### src/rtl/e3hp_pkg.sv
// ----------------------------------------------------------------------------
// e3hp_pkg
// Types, codes and routing functions shared by the E-AC-3 header parser.
// ----------------------------------------------------------------------------
package e3hp_pkg;

    localparam logic [15:0] SYNC_WORD = 16'h0B77;
    localparam logic [4:0]  BSID_MIN  = 5'd11;
    localparam logic [4:0]  BSID_MAX  = 5'd16;

    typedef enum logic [1:0] {
        ST_OK      = 2'd0,
        ST_BADSYNC = 2'd1,
        ST_BADBSID = 2'd2,
        ST_RESTART = 2'd3
    } t_status;

    typedef enum logic [5:0] {
        P_IDLE, P_DONE, P_BADSYNC, P_BADBSID,
        P_SYNC, P_STRMTYP, P_SUBID, P_FRMSIZ, P_FSCOD, P_FSCOD2, P_NUMBLKS,
        P_ACMOD, P_LFEON, P_BSID, P_DIALNORM, P_COMPRE, P_COMPR, P_DIALNORM2,
        P_COMPR2E, P_COMPR2, P_CHANMAPE, P_CHANMAP, P_MIXMDATE, P_DMIX, P_CMIX,
        P_SURMIX, P_LFEMIXE, P_LFEMIXCOD, P_PGMSCLE, P_PGMSCL, P_PGMSCL2E,
        P_PGMSCL2, P_EXTPGMSCLE, P_EXTPGMSCL, P_MIXDEF, P_PREMIX, P_MIXDATA,
        P_MIXDEFLEN, P_MIXSKIP, P_PANE, P_PAN, P_PAN2E, P_PAN2, P_FRMMIXCFGE,
        P_BLKCFG0, P_BLKCFGE, P_BLKCFG, P_INFOMDATE, P_INFOA, P_DSUR, P_DSUREX,
        P_AUDPRODIE, P_AUDPRODI, P_AUDPRODI2E, P_AUDPRODI2, P_SRCFS,
        P_CONVSYNC, P_BLKID, P_FRMSIZECOD, P_ADDBSIE, P_ADDBSIL, P_ADDSKIP
    } t_phase;

    typedef struct packed {
        logic [1:0]  stream_type;
        logic [2:0]  substream_id;
        logic [10:0] frame_size_words;
        logic [1:0]  rate_code;
        logic [1:0]  reduced_rate_code;
        logic [1:0]  blocks_code;
        logic [2:0]  channel_mode;
        logic        lfe_present;
        logic [4:0]  stream_id;
        logic [4:0]  dialogue_level;
    } t_fields;

    typedef struct packed {
        t_phase     ph;
        logic [4:0] bits;
    } t_goto;

    // one queued input beat
    typedef struct packed {
        logic [7:0] data;
        logic       start;
    } t_qbeat;

    typedef struct packed {
        logic empty;
        logic full;
    } t_qstat;

    function automatic t_goto f_go(t_phase ph, logic [4:0] bits);
        t_goto g;
        g.ph   = ph;
        g.bits = bits;
        return g;
    endfunction

    function automatic logic [2:0] f_blocks(logic [1:0] code);
        logic [2:0] r;
        unique case (code)
            2'd0: r = 3'd1;
            2'd1: r = 3'd2;
            2'd2: r = 3'd3;
            default: r = 3'd6;
        endcase
        return r;
    endfunction

    function automatic t_goto to_blkid(t_fields f);
        if (f.stream_type == 2'd2)
            return (f.blocks_code == 2'd3) ? f_go(P_FRMSIZECOD, 5'd6) : f_go(P_BLKID, 5'd1);
        return f_go(P_ADDBSIE, 5'd1);
    endfunction

    function automatic t_goto to_convsync(t_fields f);
        if (f.stream_type == 2'd0 && f.blocks_code != 2'd3) return f_go(P_CONVSYNC, 5'd1);
        return to_blkid(f);
    endfunction

    function automatic t_goto to_sourcefs(t_fields f);
        if (f.rate_code != 2'd3) return f_go(P_SRCFS, 5'd1);
        return to_convsync(f);
    endfunction

    function automatic t_goto to_audprodi2e(t_fields f);
        if (f.channel_mode == 3'd0) return f_go(P_AUDPRODI2E, 5'd1);
        return to_sourcefs(f);
    endfunction

    function automatic t_goto to_dsurex(t_fields f);
        if (f.channel_mode >= 3'd6) return f_go(P_DSUREX, 5'd2);
        return f_go(P_AUDPRODIE, 5'd1);
    endfunction

    function automatic t_goto to_dsur(t_fields f);
        if (f.channel_mode == 3'd2) return f_go(P_DSUR, 5'd4);
        return to_dsurex(f);
    endfunction

    function automatic t_goto to_blkloop(t_fields f, logic [2:0] idx);
        if (idx < f_blocks(f.blocks_code)) return f_go(P_BLKCFGE, 5'd1);
        return f_go(P_INFOMDATE, 5'd1);
    endfunction

    function automatic t_goto to_pan2(t_fields f);
        if (f.channel_mode == 3'd0) return f_go(P_PAN2E, 5'd1);
        return f_go(P_FRMMIXCFGE, 5'd1);
    endfunction

    function automatic t_goto to_pan(t_fields f);
        if (f.channel_mode < 3'd2) return f_go(P_PANE, 5'd1);
        return f_go(P_FRMMIXCFGE, 5'd1);
    endfunction

    function automatic t_goto to_pgm2(t_fields f);
        if (f.channel_mode == 3'd0) return f_go(P_PGMSCL2E, 5'd1);
        return f_go(P_EXTPGMSCLE, 5'd1);
    endfunction

    function automatic t_goto to_pgm(t_fields f);
        if (f.stream_type == 2'd0) return f_go(P_PGMSCLE, 5'd1);
        return f_go(P_INFOMDATE, 5'd1);
    endfunction

    function automatic t_goto to_lfemix(t_fields f);
        if (f.lfe_present) return f_go(P_LFEMIXE, 5'd1);
        return to_pgm(f);
    endfunction

    function automatic t_goto to_surmix(t_fields f);
        if (f.channel_mode[2]) return f_go(P_SURMIX, 5'd6);
        return to_lfemix(f);
    endfunction

    function automatic t_goto to_cmix(t_fields f);
        if (f.channel_mode[0] && f.channel_mode > 3'd2) return f_go(P_CMIX, 5'd6);
        return to_surmix(f);
    endfunction

    function automatic t_goto to_dmix(t_fields f);
        if (f.channel_mode > 3'd2) return f_go(P_DMIX, 5'd2);
        return to_cmix(f);
    endfunction

    function automatic t_goto to_chanmape(t_fields f);
        if (f.stream_type == 2'd1) return f_go(P_CHANMAPE, 5'd1);
        return f_go(P_MIXMDATE, 5'd1);
    endfunction

    function automatic t_goto to_dual(t_fields f);
        if (f.channel_mode == 3'd0) return f_go(P_DIALNORM2, 5'd5);
        return to_chanmape(f);
    endfunction

endpackage

### src/rtl/eac3_header_field_parser.sv
// ----------------------------------------------------------------------------
// eac3_header_field_parser
// E-AC-3 bit stream info parser: syncword check, full header walk, one result.
// ----------------------------------------------------------------------------
// Flow: each header byte is loaded, then walked one header bit per cycle while
//   the output is not stalled; the next beat waits until the walker is done;
//   a two-beat queue decouples the input. An early restart result registers
//   at the same edge that pops the new frame's first byte.
// Reset: synchronous, active low; queue empties, parser idles, no result held.
// ----------------------------------------------------------------------------
module eac3_header_field_parser (
    input  logic        i_clk,
    input  logic        i_rst_n,
    input  logic        i_in_valid,
    output logic        o_in_stall,
    input  logic [7:0]  i_data_byte,
    input  logic        i_frame_start,
    output logic        o_out_valid,
    input  logic        i_out_stall,
    output logic [1:0]  o_status,
    output logic [1:0]  o_stream_type,
    output logic [2:0]  o_substream_id,
    output logic [10:0] o_frame_size_words,
    output logic [1:0]  o_rate_code,
    output logic [1:0]  o_reduced_rate_code,
    output logic [1:0]  o_blocks_code,
    output logic [2:0]  o_channel_mode,
    output logic        o_lfe_present,
    output logic [4:0]  o_stream_id,
    output logic [4:0]  o_dialogue_level,
    output logic [9:0]  o_header_bytes
);
    e3hp_pkg::t_qbeat  q_head;
    e3hp_pkg::t_qstat  q_stat;
    e3hp_pkg::t_fields res_f;
    logic              q_pop;

    // front: hold incoming beats until the walker is free
    e3hp_front u_front (
        .i_clk        (i_clk),
        .i_rst_n      (i_rst_n),
        .i_in_valid   (i_in_valid),
        .o_in_stall   (o_in_stall),
        .i_data_byte  (i_data_byte),
        .i_frame_start(i_frame_start),
        .i_pop        (q_pop),
        .o_head       (q_head),
        .o_stat       (q_stat)
    );

    // back: walk header bits, advance one bit per cycle unless the output stalls, register the result
    e3hp_back u_back (
        .i_clk         (i_clk),
        .i_rst_n       (i_rst_n),
        .i_head        (q_head),
        .i_head_valid  (!q_stat.empty),
        .o_pop         (q_pop),
        .o_out_valid   (o_out_valid),
        .i_out_stall   (i_out_stall),
        .o_status      (o_status),
        .o_fields      (res_f),
        .o_header_bytes(o_header_bytes)
    );

    assign o_stream_type       = res_f.stream_type;
    assign o_substream_id      = res_f.substream_id;
    assign o_frame_size_words  = res_f.frame_size_words;
    assign o_rate_code         = res_f.rate_code;
    assign o_reduced_rate_code = res_f.reduced_rate_code;
    assign o_blocks_code       = res_f.blocks_code;
    assign o_channel_mode      = res_f.channel_mode;
    assign o_lfe_present       = res_f.lfe_present;
    assign o_stream_id         = res_f.stream_id;
    assign o_dialogue_level    = res_f.dialogue_level;

    a_q_sane: assert property (@(posedge i_clk) disable iff (!i_rst_n)
        !(q_stat.empty && q_stat.full)) else $error("queue both empty and full");

    a_pop_nonempty: assert property (@(posedge i_clk) disable iff (!i_rst_n)
        q_pop |-> !q_stat.empty) else $error("pop from empty queue");

    a_bytes_nonzero: assert property (@(posedge i_clk) disable iff (!i_rst_n)
        o_out_valid |-> o_header_bytes != 10'd0) else $error("result with no bytes");

    a_badsync_len: assert property (@(posedge i_clk) disable iff (!i_rst_n)
        (o_out_valid && o_status == e3hp_pkg::ST_BADSYNC) |-> o_header_bytes == 10'd2)
        else $error("bad syncword not reported after two bytes");
endmodule

### src/rtl/e3hp_front.sv
// ----------------------------------------------------------------------------
// e3hp_front
// Two-entry input queue; takes byte beats and hands them to the bit parser.
// ----------------------------------------------------------------------------
module e3hp_front (
    input  logic            i_clk,
    input  logic            i_rst_n,
    input  logic            i_in_valid,
    output logic            o_in_stall,
    input  logic [7:0]      i_data_byte,
    input  logic            i_frame_start,
    input  logic            i_pop,
    output e3hp_pkg::t_qbeat o_head,
    output e3hp_pkg::t_qstat o_stat
);
    e3hp_pkg::t_qbeat r_mem [2];
    logic       r_wr;
    logic       r_rd;
    logic [1:0] r_cnt;
    logic       push;
    logic       pop;

    assign o_in_stall  = (r_cnt == 2'd2);
    assign push        = i_in_valid && !o_in_stall;
    assign pop         = i_pop && (r_cnt != 2'd0);
    assign o_head      = r_mem[r_rd];
    // empty, then full
    assign o_stat      = {(r_cnt == 2'd0), (r_cnt == 2'd2)};

    always_ff @(posedge i_clk) begin
        if (push) begin
            r_mem[r_wr].data  <= i_data_byte;
            r_mem[r_wr].start <= i_frame_start;
        end
    end

    always_ff @(posedge i_clk) begin
        if (!i_rst_n) begin
            r_wr  <= 1'b0;
            r_rd  <= 1'b0;
            r_cnt <= 2'd0;
        end else begin
            if (push) r_wr <= !r_wr;
            if (pop)  r_rd <= !r_rd;
            r_cnt <= r_cnt + {1'b0, push} - {1'b0, pop};
        end
    end
endmodule

### src/rtl/e3hp_back.sv
// ----------------------------------------------------------------------------
// e3hp_back
// Bit-serial header walker: one header bit per cycle unless the output stalls, result register.
// ----------------------------------------------------------------------------
module e3hp_back (
    input  logic             i_clk,
    input  logic             i_rst_n,
    input  e3hp_pkg::t_qbeat i_head,
    input  logic             i_head_valid,
    output logic             o_pop,
    output logic             o_out_valid,
    input  logic             i_out_stall,
    output logic [1:0]       o_status,
    output e3hp_pkg::t_fields o_fields,
    output logic [9:0]       o_header_bytes
);
    e3hp_pkg::t_phase  r_phase, n_phase;
    logic [4:0]        r_left, n_left;
    logic [15:0]       r_shift, n_shift;
    logic [9:0]        r_skip, n_skip;
    logic [2:0]        r_blk, n_blk;
    e3hp_pkg::t_fields r_f, n_f;
    logic [9:0]        r_count, n_count;
    logic [7:0]        r_byte, n_byte;
    logic [2:0]        r_bitn, n_bitn;
    logic              r_busy, n_busy;
    logic              r_out_valid, n_out_valid;
    logic [1:0]        r_out_status, n_out_status;
    e3hp_pkg::t_fields r_out_f, n_out_f;
    logic [9:0]        r_out_bytes, n_out_bytes;
    logic              out_free;

    assign out_free       = !r_out_valid || !i_out_stall;
    assign o_pop          = !r_busy && i_head_valid && out_free;
    assign o_out_valid    = r_out_valid;
    assign o_status       = r_out_status;
    assign o_fields       = r_out_f;
    assign o_header_bytes = r_out_bytes;

    always_ff @(posedge i_clk) begin
        if (!i_rst_n) begin
            r_phase     <= e3hp_pkg::P_IDLE;
            r_left      <= '0;
            r_shift     <= '0;
            r_skip      <= '0;
            r_blk       <= '0;
            r_f         <= '0;
            r_count     <= '0;
            r_bitn      <= '0;
            r_busy      <= 1'b0;
            r_out_valid <= 1'b0;
        end else begin
            r_phase     <= n_phase;
            r_left      <= n_left;
            r_shift     <= n_shift;
            r_skip      <= n_skip;
            r_blk       <= n_blk;
            r_f         <= n_f;
            r_count     <= n_count;
            r_bitn      <= n_bitn;
            r_busy      <= n_busy;
            r_out_valid <= n_out_valid;
        end
    end

    always_ff @(posedge i_clk) begin
        r_byte       <= n_byte;
        r_out_status <= n_out_status;
        r_out_f      <= n_out_f;
        r_out_bytes  <= n_out_bytes;
    end

    always_comb begin
        e3hp_pkg::t_goto g;
        logic            done;
        logic [15:0]     v;
        logic            fin;
        g            = e3hp_pkg::f_go(e3hp_pkg::P_IDLE, 5'd0);
        done         = 1'b0;
        v            = '0;
        fin          = 1'b0;
        n_phase      = r_phase;
        n_left       = r_left;
        n_shift      = r_shift;
        n_skip       = r_skip;
        n_blk        = r_blk;
        n_f          = r_f;
        n_count      = r_count;
        n_byte       = r_byte;
        n_bitn       = r_bitn;
        n_busy       = r_busy;
        n_out_valid  = r_out_valid && i_out_stall;
        n_out_status = r_out_status;
        n_out_f      = r_out_f;
        n_out_bytes  = r_out_bytes;

        if (o_pop) begin
            n_byte = i_head.data;
            n_bitn = 3'd0;
            if (i_head.start) begin
                // early restart: report what the old frame gave so far
                if (r_phase != e3hp_pkg::P_IDLE) begin
                    n_out_valid  = 1'b1;
                    n_out_status = e3hp_pkg::ST_RESTART;
                    n_out_f      = r_f;
                    n_out_bytes  = r_count;
                end
                n_f     = '0;
                n_blk   = '0;
                n_skip  = '0;
                n_shift = '0;
                n_phase = e3hp_pkg::P_SYNC;
                n_left  = 5'd16;
                n_count = 10'd1;
                n_busy  = 1'b1;
            end else if (r_phase != e3hp_pkg::P_IDLE) begin
                if (r_count != 10'h3FF) n_count = r_count + 10'd1;
                n_busy = 1'b1;
            end
        end else if (r_busy && out_free) begin
            n_byte = {r_byte[6:0], 1'b0};
            n_bitn = r_bitn + 3'd1;
            if (r_bitn == 3'd7) n_busy = 1'b0;
            if (r_phase == e3hp_pkg::P_MIXSKIP || r_phase == e3hp_pkg::P_ADDSKIP) begin
                if (r_skip != 10'd0) n_skip = r_skip - 10'd1;
                done = (n_skip == 10'd0);
            end else begin
                v = {r_shift[14:0], r_byte[7]};
                n_shift = v;
                if (r_left != 5'd0) n_left = r_left - 5'd1;
                done = (n_left == 5'd0);
            end
            if (done) begin
                n_shift = '0;
                g.bits  = 5'd0;
                g.ph    = e3hp_pkg::P_IDLE;
                unique case (r_phase)
                    e3hp_pkg::P_SYNC:
                        g = (v == e3hp_pkg::SYNC_WORD) ?
                            e3hp_pkg::f_go(e3hp_pkg::P_STRMTYP, 5'd2) :
                            e3hp_pkg::f_go(e3hp_pkg::P_BADSYNC, 5'd0);
                    e3hp_pkg::P_STRMTYP: begin
                        n_f.stream_type = v[1:0];
                        g = e3hp_pkg::f_go(e3hp_pkg::P_SUBID, 5'd3);
                    end
                    e3hp_pkg::P_SUBID: begin
                        n_f.substream_id = v[2:0];
                        g = e3hp_pkg::f_go(e3hp_pkg::P_FRMSIZ, 5'd11);
                    end
                    e3hp_pkg::P_FRMSIZ: begin
                        n_f.frame_size_words = v[10:0];
                        g = e3hp_pkg::f_go(e3hp_pkg::P_FSCOD, 5'd2);
                    end
                    e3hp_pkg::P_FSCOD: begin
                        n_f.rate_code = v[1:0];
                        if (v[1:0] == 2'd3) begin
                            g = e3hp_pkg::f_go(e3hp_pkg::P_FSCOD2, 5'd2);
                        end else begin
                            n_f.reduced_rate_code = 2'd3;
                            g = e3hp_pkg::f_go(e3hp_pkg::P_NUMBLKS, 5'd2);
                        end
                    end
                    e3hp_pkg::P_FSCOD2: begin
                        n_f.reduced_rate_code = v[1:0];
                        n_f.blocks_code       = 2'd3;
                        g = e3hp_pkg::f_go(e3hp_pkg::P_ACMOD, 5'd3);
                    end
                    e3hp_pkg::P_NUMBLKS: begin
                        n_f.blocks_code = v[1:0];
                        g = e3hp_pkg::f_go(e3hp_pkg::P_ACMOD, 5'd3);
                    end
                    e3hp_pkg::P_ACMOD: begin
                        n_f.channel_mode = v[2:0];
                        g = e3hp_pkg::f_go(e3hp_pkg::P_LFEON, 5'd1);
                    end
                    e3hp_pkg::P_LFEON: begin
                        n_f.lfe_present = v[0];
                        g = e3hp_pkg::f_go(e3hp_pkg::P_BSID, 5'd5);
                    end
                    e3hp_pkg::P_BSID: begin
                        n_f.stream_id = v[4:0];
                        g = (v[4:0] < e3hp_pkg::BSID_MIN || v[4:0] > e3hp_pkg::BSID_MAX) ?
                            e3hp_pkg::f_go(e3hp_pkg::P_BADBSID, 5'd0) :
                            e3hp_pkg::f_go(e3hp_pkg::P_DIALNORM, 5'd5);
                    end
                    e3hp_pkg::P_DIALNORM: begin
                        n_f.dialogue_level = v[4:0];
                        g = e3hp_pkg::f_go(e3hp_pkg::P_COMPRE, 5'd1);
                    end
                    e3hp_pkg::P_COMPRE:
                        g = v[0] ? e3hp_pkg::f_go(e3hp_pkg::P_COMPR, 5'd8)
                                 : e3hp_pkg::to_dual(r_f);
                    e3hp_pkg::P_COMPR: g = e3hp_pkg::to_dual(r_f);
                    e3hp_pkg::P_DIALNORM2: g = e3hp_pkg::f_go(e3hp_pkg::P_COMPR2E, 5'd1);
                    e3hp_pkg::P_COMPR2E:
                        g = v[0] ? e3hp_pkg::f_go(e3hp_pkg::P_COMPR2, 5'd8)
                                 : e3hp_pkg::to_chanmape(r_f);
                    e3hp_pkg::P_COMPR2: g = e3hp_pkg::to_chanmape(r_f);
                    e3hp_pkg::P_CHANMAPE:
                        g = v[0] ? e3hp_pkg::f_go(e3hp_pkg::P_CHANMAP, 5'd16)
                                 : e3hp_pkg::f_go(e3hp_pkg::P_MIXMDATE, 5'd1);
                    e3hp_pkg::P_CHANMAP: g = e3hp_pkg::f_go(e3hp_pkg::P_MIXMDATE, 5'd1);
                    e3hp_pkg::P_MIXMDATE:
                        g = v[0] ? e3hp_pkg::to_dmix(r_f)
                                 : e3hp_pkg::f_go(e3hp_pkg::P_INFOMDATE, 5'd1);
                    e3hp_pkg::P_DMIX: g = e3hp_pkg::to_cmix(r_f);
                    e3hp_pkg::P_CMIX: g = e3hp_pkg::to_surmix(r_f);
                    e3hp_pkg::P_SURMIX: g = e3hp_pkg::to_lfemix(r_f);
                    e3hp_pkg::P_LFEMIXE:
                        g = v[0] ? e3hp_pkg::f_go(e3hp_pkg::P_LFEMIXCOD, 5'd5)
                                 : e3hp_pkg::to_pgm(r_f);
                    e3hp_pkg::P_LFEMIXCOD: g = e3hp_pkg::to_pgm(r_f);
                    e3hp_pkg::P_PGMSCLE:
                        g = v[0] ? e3hp_pkg::f_go(e3hp_pkg::P_PGMSCL, 5'd6)
                                 : e3hp_pkg::to_pgm2(r_f);
                    e3hp_pkg::P_PGMSCL: g = e3hp_pkg::to_pgm2(r_f);
                    e3hp_pkg::P_PGMSCL2E:
                        g = v[0] ? e3hp_pkg::f_go(e3hp_pkg::P_PGMSCL2, 5'd6)
                                 : e3hp_pkg::f_go(e3hp_pkg::P_EXTPGMSCLE, 5'd1);
                    e3hp_pkg::P_PGMSCL2: g = e3hp_pkg::f_go(e3hp_pkg::P_EXTPGMSCLE, 5'd1);
                    e3hp_pkg::P_EXTPGMSCLE:
                        g = v[0] ? e3hp_pkg::f_go(e3hp_pkg::P_EXTPGMSCL, 5'd6)
                                 : e3hp_pkg::f_go(e3hp_pkg::P_MIXDEF, 5'd2);
                    e3hp_pkg::P_EXTPGMSCL: g = e3hp_pkg::f_go(e3hp_pkg::P_MIXDEF, 5'd2);
                    e3hp_pkg::P_MIXDEF: begin
                        unique case (v[1:0])
                            2'd1: g = e3hp_pkg::f_go(e3hp_pkg::P_PREMIX, 5'd5);
                            2'd2: g = e3hp_pkg::f_go(e3hp_pkg::P_MIXDATA, 5'd12);
                            2'd3: g = e3hp_pkg::f_go(e3hp_pkg::P_MIXDEFLEN, 5'd5);
                            default: g = e3hp_pkg::to_pan(r_f);
                        endcase
                    end
                    e3hp_pkg::P_PREMIX, e3hp_pkg::P_MIXDATA, e3hp_pkg::P_MIXSKIP:
                        g = e3hp_pkg::to_pan(r_f);
                    e3hp_pkg::P_MIXDEFLEN: begin
                        // skip (len + 2) bytes of mix data
                        n_skip = ({5'd0, v[4:0]} + 10'd2) << 3;
                        g = e3hp_pkg::f_go(e3hp_pkg::P_MIXSKIP, r_left);
                    end
                    e3hp_pkg::P_PANE:
                        g = v[0] ? e3hp_pkg::f_go(e3hp_pkg::P_PAN, 5'd14)
                                 : e3hp_pkg::to_pan2(r_f);
                    e3hp_pkg::P_PAN: g = e3hp_pkg::to_pan2(r_f);
                    e3hp_pkg::P_PAN2E:
                        g = v[0] ? e3hp_pkg::f_go(e3hp_pkg::P_PAN2, 5'd14)
                                 : e3hp_pkg::f_go(e3hp_pkg::P_FRMMIXCFGE, 5'd1);
                    e3hp_pkg::P_PAN2: g = e3hp_pkg::f_go(e3hp_pkg::P_FRMMIXCFGE, 5'd1);
                    e3hp_pkg::P_FRMMIXCFGE: begin
                        if (!v[0]) begin
                            g = e3hp_pkg::f_go(e3hp_pkg::P_INFOMDATE, 5'd1);
                        end else if (r_f.blocks_code == 2'd0) begin
                            g = e3hp_pkg::f_go(e3hp_pkg::P_BLKCFG0, 5'd5);
                        end else begin
                            n_blk = 3'd0;
                            g = e3hp_pkg::to_blkloop(r_f, 3'd0);
                        end
                    end
                    e3hp_pkg::P_BLKCFG0: g = e3hp_pkg::f_go(e3hp_pkg::P_INFOMDATE, 5'd1);
                    e3hp_pkg::P_BLKCFGE: begin
                        if (v[0]) begin
                            g = e3hp_pkg::f_go(e3hp_pkg::P_BLKCFG, 5'd5);
                        end else begin
                            n_blk = r_blk + 3'd1;
                            g = e3hp_pkg::to_blkloop(r_f, r_blk + 3'd1);
                        end
                    end
                    e3hp_pkg::P_BLKCFG: begin
                        n_blk = r_blk + 3'd1;
                        g = e3hp_pkg::to_blkloop(r_f, r_blk + 3'd1);
                    end
                    e3hp_pkg::P_INFOMDATE:
                        g = v[0] ? e3hp_pkg::f_go(e3hp_pkg::P_INFOA, 5'd5)
                                 : e3hp_pkg::to_convsync(r_f);
                    e3hp_pkg::P_INFOA: g = e3hp_pkg::to_dsur(r_f);
                    e3hp_pkg::P_DSUR: g = e3hp_pkg::to_dsurex(r_f);
                    e3hp_pkg::P_DSUREX: g = e3hp_pkg::f_go(e3hp_pkg::P_AUDPRODIE, 5'd1);
                    e3hp_pkg::P_AUDPRODIE:
                        g = v[0] ? e3hp_pkg::f_go(e3hp_pkg::P_AUDPRODI, 5'd8)
                                 : e3hp_pkg::to_audprodi2e(r_f);
                    e3hp_pkg::P_AUDPRODI: g = e3hp_pkg::to_audprodi2e(r_f);
                    e3hp_pkg::P_AUDPRODI2E:
                        g = v[0] ? e3hp_pkg::f_go(e3hp_pkg::P_AUDPRODI2, 5'd8)
                                 : e3hp_pkg::to_sourcefs(r_f);
                    e3hp_pkg::P_AUDPRODI2: g = e3hp_pkg::to_sourcefs(r_f);
                    e3hp_pkg::P_SRCFS: g = e3hp_pkg::to_convsync(r_f);
                    e3hp_pkg::P_CONVSYNC: g = e3hp_pkg::to_blkid(r_f);
                    e3hp_pkg::P_BLKID:
                        g = v[0] ? e3hp_pkg::f_go(e3hp_pkg::P_FRMSIZECOD, 5'd6)
                                 : e3hp_pkg::f_go(e3hp_pkg::P_ADDBSIE, 5'd1);
                    e3hp_pkg::P_FRMSIZECOD: g = e3hp_pkg::f_go(e3hp_pkg::P_ADDBSIE, 5'd1);
                    e3hp_pkg::P_ADDBSIE:
                        g = v[0] ? e3hp_pkg::f_go(e3hp_pkg::P_ADDBSIL, 5'd6)
                                 : e3hp_pkg::f_go(e3hp_pkg::P_DONE, 5'd0);
                    e3hp_pkg::P_ADDBSIL: begin
                        // skip (len + 1) bytes of additional info
                        n_skip = ({4'd0, v[5:0]} + 10'd1) << 3;
                        g = e3hp_pkg::f_go(e3hp_pkg::P_ADDSKIP, r_left);
                    end
                    e3hp_pkg::P_ADDSKIP: g = e3hp_pkg::f_go(e3hp_pkg::P_DONE, 5'd0);
                    default: g = e3hp_pkg::f_go(e3hp_pkg::P_IDLE, 5'd0);
                endcase
                n_phase = g.ph;
                n_left  = g.bits;
                fin = (g.ph == e3hp_pkg::P_DONE) || (g.ph == e3hp_pkg::P_BADSYNC) ||
                      (g.ph == e3hp_pkg::P_BADBSID);
                if (fin) begin
                    n_out_valid  = 1'b1;
                    n_out_f      = n_f;
                    n_out_bytes  = r_count;
                    n_out_status = (g.ph == e3hp_pkg::P_DONE)    ? e3hp_pkg::ST_OK :
                                   (g.ph == e3hp_pkg::P_BADSYNC) ? e3hp_pkg::ST_BADSYNC :
                                                                   e3hp_pkg::ST_BADBSID;
                    n_phase = e3hp_pkg::P_IDLE;
                    n_busy  = 1'b0;   // drop the rest of the byte
                end
            end
        end
    end
endmodule

### config.mk
export PLATFORM = sky130hd
export DESIGN_NAME = eac3_header_field_parser
export DESIGN_NICKNAME = d
export VERILOG_FILES = /design/src/rtl/e3hp_pkg.sv /design/src/rtl/eac3_header_field_parser.sv /design/src/rtl/e3hp_front.sv /design/src/rtl/e3hp_back.sv
export SDC_FILE = /design/constraint.sdc
export NUM_CORES = 1
export LEC_CHECK = 0
export ABC_CLOCK_PERIOD_IN_PS = 5600
export BUFFER_PORTS_ARGS = -buffer_cell sky130_fd_sc_hd__buf_4
export CAP_MARGIN = 10
export CORE_MARGIN = 2
export CORE_UTILIZATION = 25
export CTS_CLUSTER_DIAMETER = 200
export DETAILED_ROUTE_END_ITERATION = 8
export SYNTH_ARGS = -nofsm -noshare
export SYNTH_HDL_FRONTEND = slang
export SYNTH_SLANG_ARGS = --single-unit
### constraint.sdc
create_clock -name i_clk -period 5.6 [get_ports i_clk]
set_clock_uncertainty 0.15 [all_clocks]
set_input_delay 0.28 -clock i_clk [delete_from_list [all_inputs] [get_ports i_clk]]
set_output_delay 0.28 -clock i_clk [all_outputs]
set_load 0.02 [all_outputs]
==> results_dict.tcl, run 1 <==
set metrics [dict create \
    maximum_number_of_pins_on_one_net_before_global_route_repair 45 \
    initial_antenna_violation_count 0 \
    drt-total-wl_um 35500 \
    mappedNetlistNets 1142 \
    post-route-util_pct 29.6 \
    min_from "i_in_valid" \
    number_of_enable_type_register_cells_in_the_synthesized_netlist 74 \
    floorplan.die.width_um 201 \
    chipHeight_um 201 \
    hpwl_um 25600 \
    synthesis.area_per_instance_um2 8.68 \
    via_count 9197 \
    worst_setup_path_startpoint "u_back.r_phase[0]" \
    route.detailed.drc 0 \
    arrival_ns 4.48 \
    drtAntennaViolNets 0 \
    run_status "complete, no violations" \
    fin_setup_tns_ns 0 \
    cts.htree.levels 4 \
    synthFlopType "sky130_fd_sc_hd__dfxtp_1" \
    final_layout_size_suffix_gt1_share_pct 13.7 \
    synth.lib_cells_used.distinct 87 \
    postSynthRegisterBits 169 \
    floorplan.rows 72 \
    via_per_inst 5.44 \
    cts-buffers-inserted 17 \
    highest_clock_frequency_the_design_can_meet_mhz 224 \
    criticalPathCategory "reg -> reg" \
    design.portCount 63 \
    path_clk_slew_ns 0.07 \
    setup-violations-final 0 \
    min_path_type "in -> reg" \
    clock_tree.buffer_depth 2 \
    synth.area.top_cells "sky130_fd_sc_hd__edfxtp_1 (23%), sky130_fd_sc_hd__dfxtp_1 (20%), sky130_fd_sc_hd__nand2_1 (5.7%), sky130_fd_sc_hd__o21ai_0 (3.8%), sky130_fd_sc_hd__a21oi_1 (3.3%)" \
    synthToLayoutAreaGrowth_pct 17.4 \
    numClockSinks 169 \
    critPathRequiredTime_ns 5.62 \
    grt_util_all_layers_pct 17.4 \
    timing.slew.headroom_pct 31.7 \
    power_per_cell_area_nw_per_um2 367 \
    seq_total_area_yosys_pct 42.6 \
    drt-pass1-iter-count 6 \
    grt_setup_unrepaired "false" \
    yosysTopAreaCell "sky130_fd_sc_hd__edfxtp_1" \
    io_buffers 62 \
    worstSetupStartpointType "register" \
    first_global_vias 8680 \
    gate_count_post_synth 1115 \
    r2r_slack_ns 1.13 \
    initial_utilization_pct 25.2 \
    grt_pass1_wl_um 54000 \
    tightest_slew_ns 1.02 \
    cp-endpoint "u_back.o_fields[12]" \
    yosysTopAreaCellShare_pct 23.0 \
    worst_setup_path_end_kind "register" \
    synth_warnings 0 \
    post-route-period-util_pct 79.8 \
    dp_worst_setup_slack_ns 1.27 \
    hold_slack_ns 0.144 \
    route.detailed.wl_per_inst_um 21.0 \
    min_period_ns 4.47 \
    cap_violations 0 \
    global_route.overflow_total 0 \
    synth-async-reset-ratio_pct 0 \
    synth_area_um2 9670 \
    gpl.final_weighted_congestion 1.03 \
    final-max-slew-violation-count 0 \
    final_hold_viol_count 0 \
    timing.final.ws_setup_ns 1.13 \
    regToRegEndpoint "u_back.o_fields[12]" \
    design.die.area_um2 40300 \
    core_area_um2 38400 \
    clockRootBuffer "sky130_fd_sc_hd__clkbuf_16" \
    static_power_due_to_leakage_nw 3.93 \
    detail_route.iter0.violations 1085 \
    cts_tree "yes" \
    reg2regPathDepth 14 \
    critPathMaxFanout 36 \
    worstSkewPairLatency_ns 0.44 \
    r2r-start "u_back.r_phase[0]" \
    layout.nets 1186 \
    antenna_cells 0 \
    max-vdd-ir-drop_uv 259 \
]
## per-layer routing
layer	routed length [µm]	vias to the layer above	part of all wire, %	GRT usage (%)
met5	0	-	0	0
li1	-	4250	-	-
met2	15100	459	43	25.7
met1	16200	4394	46	24.3
met4	1380	0	3.9	7.51
met3	2820	94	7.9	3.99
## timing repair
action | in CTS | in global routing
setup endpoints to repair | 0 | 0
setup buffers | 0 | 0
hold endpoints to repair | 18 | 0
gates resized for setup | 0 | 0
hold buffers | 9 | 0
## layout make-up
class | count | area [µm²]
timing repair buffer | 105 | 823
inverter | 33 | 124
tap | 518 | 648
sequential | 169 | 4120
clock buffer | 18 | 429
clock inverter | 14 | 130
fill | 4107 | 27000
multi-input combinational | 833 | 5070
## worst max-delay path, stage by stage, from the launching register on
cell                      delay [ns]
sky130_fd_sc_hd__dfxtp_1        0.43
sky130_fd_sc_hd__or4b_4         0.60
sky130_fd_sc_hd__a21oi_2        0.17
sky130_fd_sc_hd__nor2_1         0.08
sky130_fd_sc_hd__inv_2          0.29
sky130_fd_sc_hd__ha_1           0.21
sky130_fd_sc_hd__inv_1          0.05
sky130_fd_sc_hd__o21ai_0        0.23
sky130_fd_sc_hd__a21oi_1        0.11
sky130_fd_sc_hd__nor4_1         0.45
sky130_fd_sc_hd__nand4_1        0.26
sky130_fd_sc_hd__nor4b_2        0.41
sky130_fd_sc_hd__a21oi_1        0.19
sky130_fd_sc_hd__a22o_2         0.34
sky130_fd_sc_hd__buf_12         0.17
## synth_stat cells, types with 15 or more instances
master	n
sky130_fd_sc_hd__nand4_1	20
sky130_fd_sc_hd__dfxtp_1	95
sky130_fd_sc_hd__nand3_1	47
sky130_fd_sc_hd__o21ai_0	74
sky130_fd_sc_hd__nor2b_1	22
sky130_fd_sc_hd__a22o_1	16
sky130_fd_sc_hd__xnor2_1	15
sky130_fd_sc_hd__o22ai_1	15
sky130_fd_sc_hd__buf_2	30
sky130_fd_sc_hd__a21oi_1	64
sky130_fd_sc_hd__nand2_1	147
sky130_fd_sc_hd__inv_1	28
sky130_fd_sc_hd__clkbuf_1	41
sky130_fd_sc_hd__nor3_1	38
sky130_fd_sc_hd__nor2_1	83
sky130_fd_sc_hd__edfxtp_1	74
sky130_fd_sc_hd__mux2i_1	18
## flip-flops by register name, indices dropped and copies added, names as in the netlist, 6 cells and up, named ones only
| name | count |
|---|---|
| u_back.r_phase | 6 |
| u_back.r_shift | 15 |
| u_back.r_byte | 8 |
| u_back.o_header_bytes | 10 |
| u_back.r_skip | 10 |
| u_back.o_fields | 36 |
| u_front.r_mem | 18 |
| u_back.r_f | 36 |
| u_back.r_count | 10 |
## worst min-delay path by stage
stage                     endpoint  slack [ns]  depth (start not counted)
2_1_floorplan  u_front.r_mem[0][0]        0.23                          0
3_3_place_gp        u_back.r_f[29]        0.28                          2
3_5_place_dp        u_back.r_f[29]        0.29                          2
4_1_cts               u_front.r_wr        0.13                          4
5_1_grt           u_front.r_cnt[0]        0.19                          5
6_report              u_front.r_wr        0.14                          4
## per-stage QoR
stage          instances  instance area, µm²  total power, mW
2_1_floorplan       1115                9670             2.54
3_3_place_gp        1649               10700             3.03
6_report            1690               11400             4.16
5_1_grt             1690               11400             4.40
3_5_place_dp        1649               10700             3.04
4_1_cts             1690               11400             4.19
## cells by family after synthesis
family / share of synthesized area [%]
buffers and inverters: 5.01
and+or+nand+nor: 23.6
DFF: 42.6
AOI/OAI and AO/OA: 22.2
xor gates and xnor gates: 2.08
adders and majority gates: 1.81
muxes: 2.68
## layout by cell type, fill, tap and decap left out, types with 8 or more instances in the layout
master	instances
sky130_fd_sc_hd__nor3_1	38
sky130_fd_sc_hd__nand3_1	47
sky130_fd_sc_hd__buf_4	95
sky130_fd_sc_hd__ha_1	14
sky130_fd_sc_hd__o221ai_1	9
sky130_fd_sc_hd__nand2_1	147
sky130_fd_sc_hd__inv_1	28
sky130_fd_sc_hd__a32o_1	11
sky130_fd_sc_hd__nand2b_1	14
sky130_fd_sc_hd__dlygate4sd3_1	9
sky130_fd_sc_hd__xnor2_1	15
sky130_fd_sc_hd__o2111ai_1	10
sky130_fd_sc_hd__nand4_1	20
sky130_fd_sc_hd__o22ai_1	15
sky130_fd_sc_hd__a22o_1	15
sky130_fd_sc_hd__o31ai_1	12
sky130_fd_sc_hd__clkbuf_16	17
sky130_fd_sc_hd__and2_1	14
sky130_fd_sc_hd__o21ai_0	74
sky130_fd_sc_hd__xor2_1	8
sky130_fd_sc_hd__inv_6	8
sky130_fd_sc_hd__edfxtp_1	74
sky130_fd_sc_hd__a31oi_1	10
sky130_fd_sc_hd__mux2i_1	18
sky130_fd_sc_hd__a21oi_1	64
sky130_fd_sc_hd__nor2b_1	22
sky130_fd_sc_hd__dfxtp_1	95
sky130_fd_sc_hd__nor2_1	83
sky130_fd_sc_hd__nor4_1	14
sky130_fd_sc_hd__o211ai_1	11
## report_power, final
part           switching, mW  internal (mW)
clock network          0.547          0.587
logic                   1.07          0.414
registers             0.0909           1.46
Power figures use the tool's default switching activity.
==> run 2: changes to the inputs <==
Settings changed: ABC_CLOCK_PERIOD_IN_PS 5600 to 3900.
Clock period 5.6 ns to 3.9 ns, I/O delays scaled along.
==> run 2 against run 1 <==
Net effect: setup slack worse by 0.98 ns; global-route usage grew 0.17 points; cell count rose by 4.7%; first-iteration DRC count fell by 15%; critical path depth unchanged; worst hold slack got worse by 0.091 ns; final area increased by 7.0%; clock power rose by 52%; non-clock buffer count up 74; register-to-register slack worse by 0.98 ns.
==> results_dict.tcl, run 2 (synthesis gave the netlist of run 1 again) <==
set metrics [dict create \
    grt_pass1_wl_um 54900 \
    timing.final.ws_setup_ns 0.154 \
    hpwl_um 26400 \
    maximum_number_of_pins_on_one_net_before_global_route_repair 44 \
    worstSetupStartpointType "register" \
    clock_tree.buffer_depth 2 \
    fin_setup_tns_ns 0 \
    drt-total-wl_um 36700 \
    power_per_cell_area_nw_per_um2 528 \
    final_hold_viol_count 0 \
    design.portCount 63 \
    route.detailed.wl_per_inst_um 20.7 \
    first_global_vias 9041 \
    chipHeight_um 201 \
    initial_utilization_pct 25.2 \
    wl_met1_um 16400 \
    floorplan.die.width_um 201 \
    global_route.overflow_total 0 \
    final_layout_size_suffix_gt1_share_pct 19.7 \
    synthToLayoutAreaGrowth_pct 25.6 \
    route.met3.wl_um 3110 \
    detail_route.iter0.violations 917 \
    crit_path_cell_trace "or4b_4, a21o_1, nand2_1, buf_4, ha_1, nor4bb_1, a31oi_2, buf_4, a21oi_1, nand4_1, nor4b_4, a21oi_4, buf_12, a22o_4" \
    final-max-slew-violation-count 0 \
    arrival_ns 3.77 \
    core_area_um2 38400 \
    cp_slowest_stage_delay_ns 0.54 \
    via_per_inst 5.33 \
    ff_latch_area_um2 4120 \
    post-route-period-util_pct 96.1 \
    stdcell_area_um2 12200 \
    run_status "complete, no violations" \
    criticalPathCategory "reg -> reg" \
    antenna_cells 0 \
    timing.slew.headroom_pct 7.17 \
    dp_worst_setup_slack_ns -0.00131 \
    initial_antenna_violation_count 0 \
    cts_tree "yes" \
    cts.htree.levels 4 \
    fin_total_pwr_mw 6.42 \
    grt_util_all_layers_pct 17.6 \
    slowest_stage "sky130_fd_sc_hd__or4b_4" \
    cts-buffers-inserted 17 \
    path_clk_slew_ns 0.07 \
    critPathRequiredTime_ns 3.92 \
    drtAntennaViolNets 0 \
    io_buffers 62 \
    via_count 9434 \
    min_path_type "in -> reg" \
    drt-pass1-iter-count 7 \
    layout.nets 1265 \
    cap_violations 0 \
    static_power_due_to_leakage_nw 4.40 \
    design.die.area_um2 40300 \
    fillCellCount 4079 \
    max-vdd-ir-drop_uv 395 \
    critPathMaxFanout 12 \
    worstSkewPairLatency_ns 0.44 \
    layout.cells.most_common "sky130_fd_sc_hd__buf_4" \
    highest_clock_frequency_the_design_can_meet_mhz 267 \
    tightest_slew_ns 1.39 \
    hold_slack_ns 0.0529 \
    grt_setup_unrepaired "true" \
    floorplan.rows 72 \
    setup-violations-final 0 \
    worst_setup_path_end_kind "register" \
    gpl.final_weighted_congestion 1.03 \
    wl_met2_um 15800 \
    total_cell_area_at_the_placement_stage_um2 11300 \
    path_common_cell "sky130_fd_sc_hd__buf_4" \
    multi_input_area_um2 5230 \
    min_period_ns 3.75 \
    numClockSinks 169 \
    route.top_layer_used "met4" \
    clockRootBuffer "sky130_fd_sc_hd__clkbuf_16" \
    final_cell_mix "sky130_fd_sc_hd__buf_4 (165), sky130_fd_sc_hd__nand2_1 (147), sky130_fd_sc_hd__dfxtp_1 (95)" \
    route.detailed.drc 0 \
]
run 2: critical path, delay by kind of cell, from the launching register on:
| family | cells | cell delay (ns) |
|---|---|---|
| compound gates | 5 | 0.88 |
| buf+inv | 3 | 0.53 |
| simple gates | 5 | 1.41 |
| flops | 1 | 0.32 |
| fa+ha+maj | 1 | 0.17 |
run 2: path summary, 6_finish.rpt:
check / to / slack [ns] / cells after the start / startpoint
min reg2reg: u_back.r_shift[14] / 0.30 / 2 / u_back.r_shift[14]
max: u_back.o_status[0] / 0.15 / 14 / u_back.r_phase[0]
min: u_front.r_wr / 0.05 / 4 / i_in_valid
max reg2reg: u_back.o_status[0] / 0.15 / 14 / u_back.r_phase[0]
run 2: layout make-up:
type / count / share of cell area (%)
Sequential cell: 169 / 33.9
Clock inverter: 14 / 1.34
Timing Repair Buffer: 179 / 11.8
Inverter: 33 / 1.02
Tap cell: 518 / 5.33
Clock buffer: 18 / 3.53
Multi-Input combinational cell: 838 / 43.1
run 2: power breakdown:
part | switching, mW | internal (mW)
registers | 0.0983 | 2.09
clock network | 0.758 | 0.962
logic | 1.71 | 0.798
run 2: through the flow:
stage,util [%],instances
finish,31.7,1769
floorplan,-,1115
global route,31.7,1769
CTS,31.2,1760
detailed placement,29.4,1718
global placement,29.4,1718
run 2: timing repair:
item	CTS	global route
pin swaps	0	6
setup endpoints to repair	48	93
hold endpoints to repair	18	0
buffers inserted	0	5
gates resized for setup	1	11
gates cloned	1	4
hold buffers	9	0
run 2: metal layers:
metal  vias to the layer above  global-route usage (%)
met1                      4505                    23.7
met3                        70                    3.98
met2                       427                    26.8
met5                         -                       0
met4                         0                    8.12
li1                       4432                       -
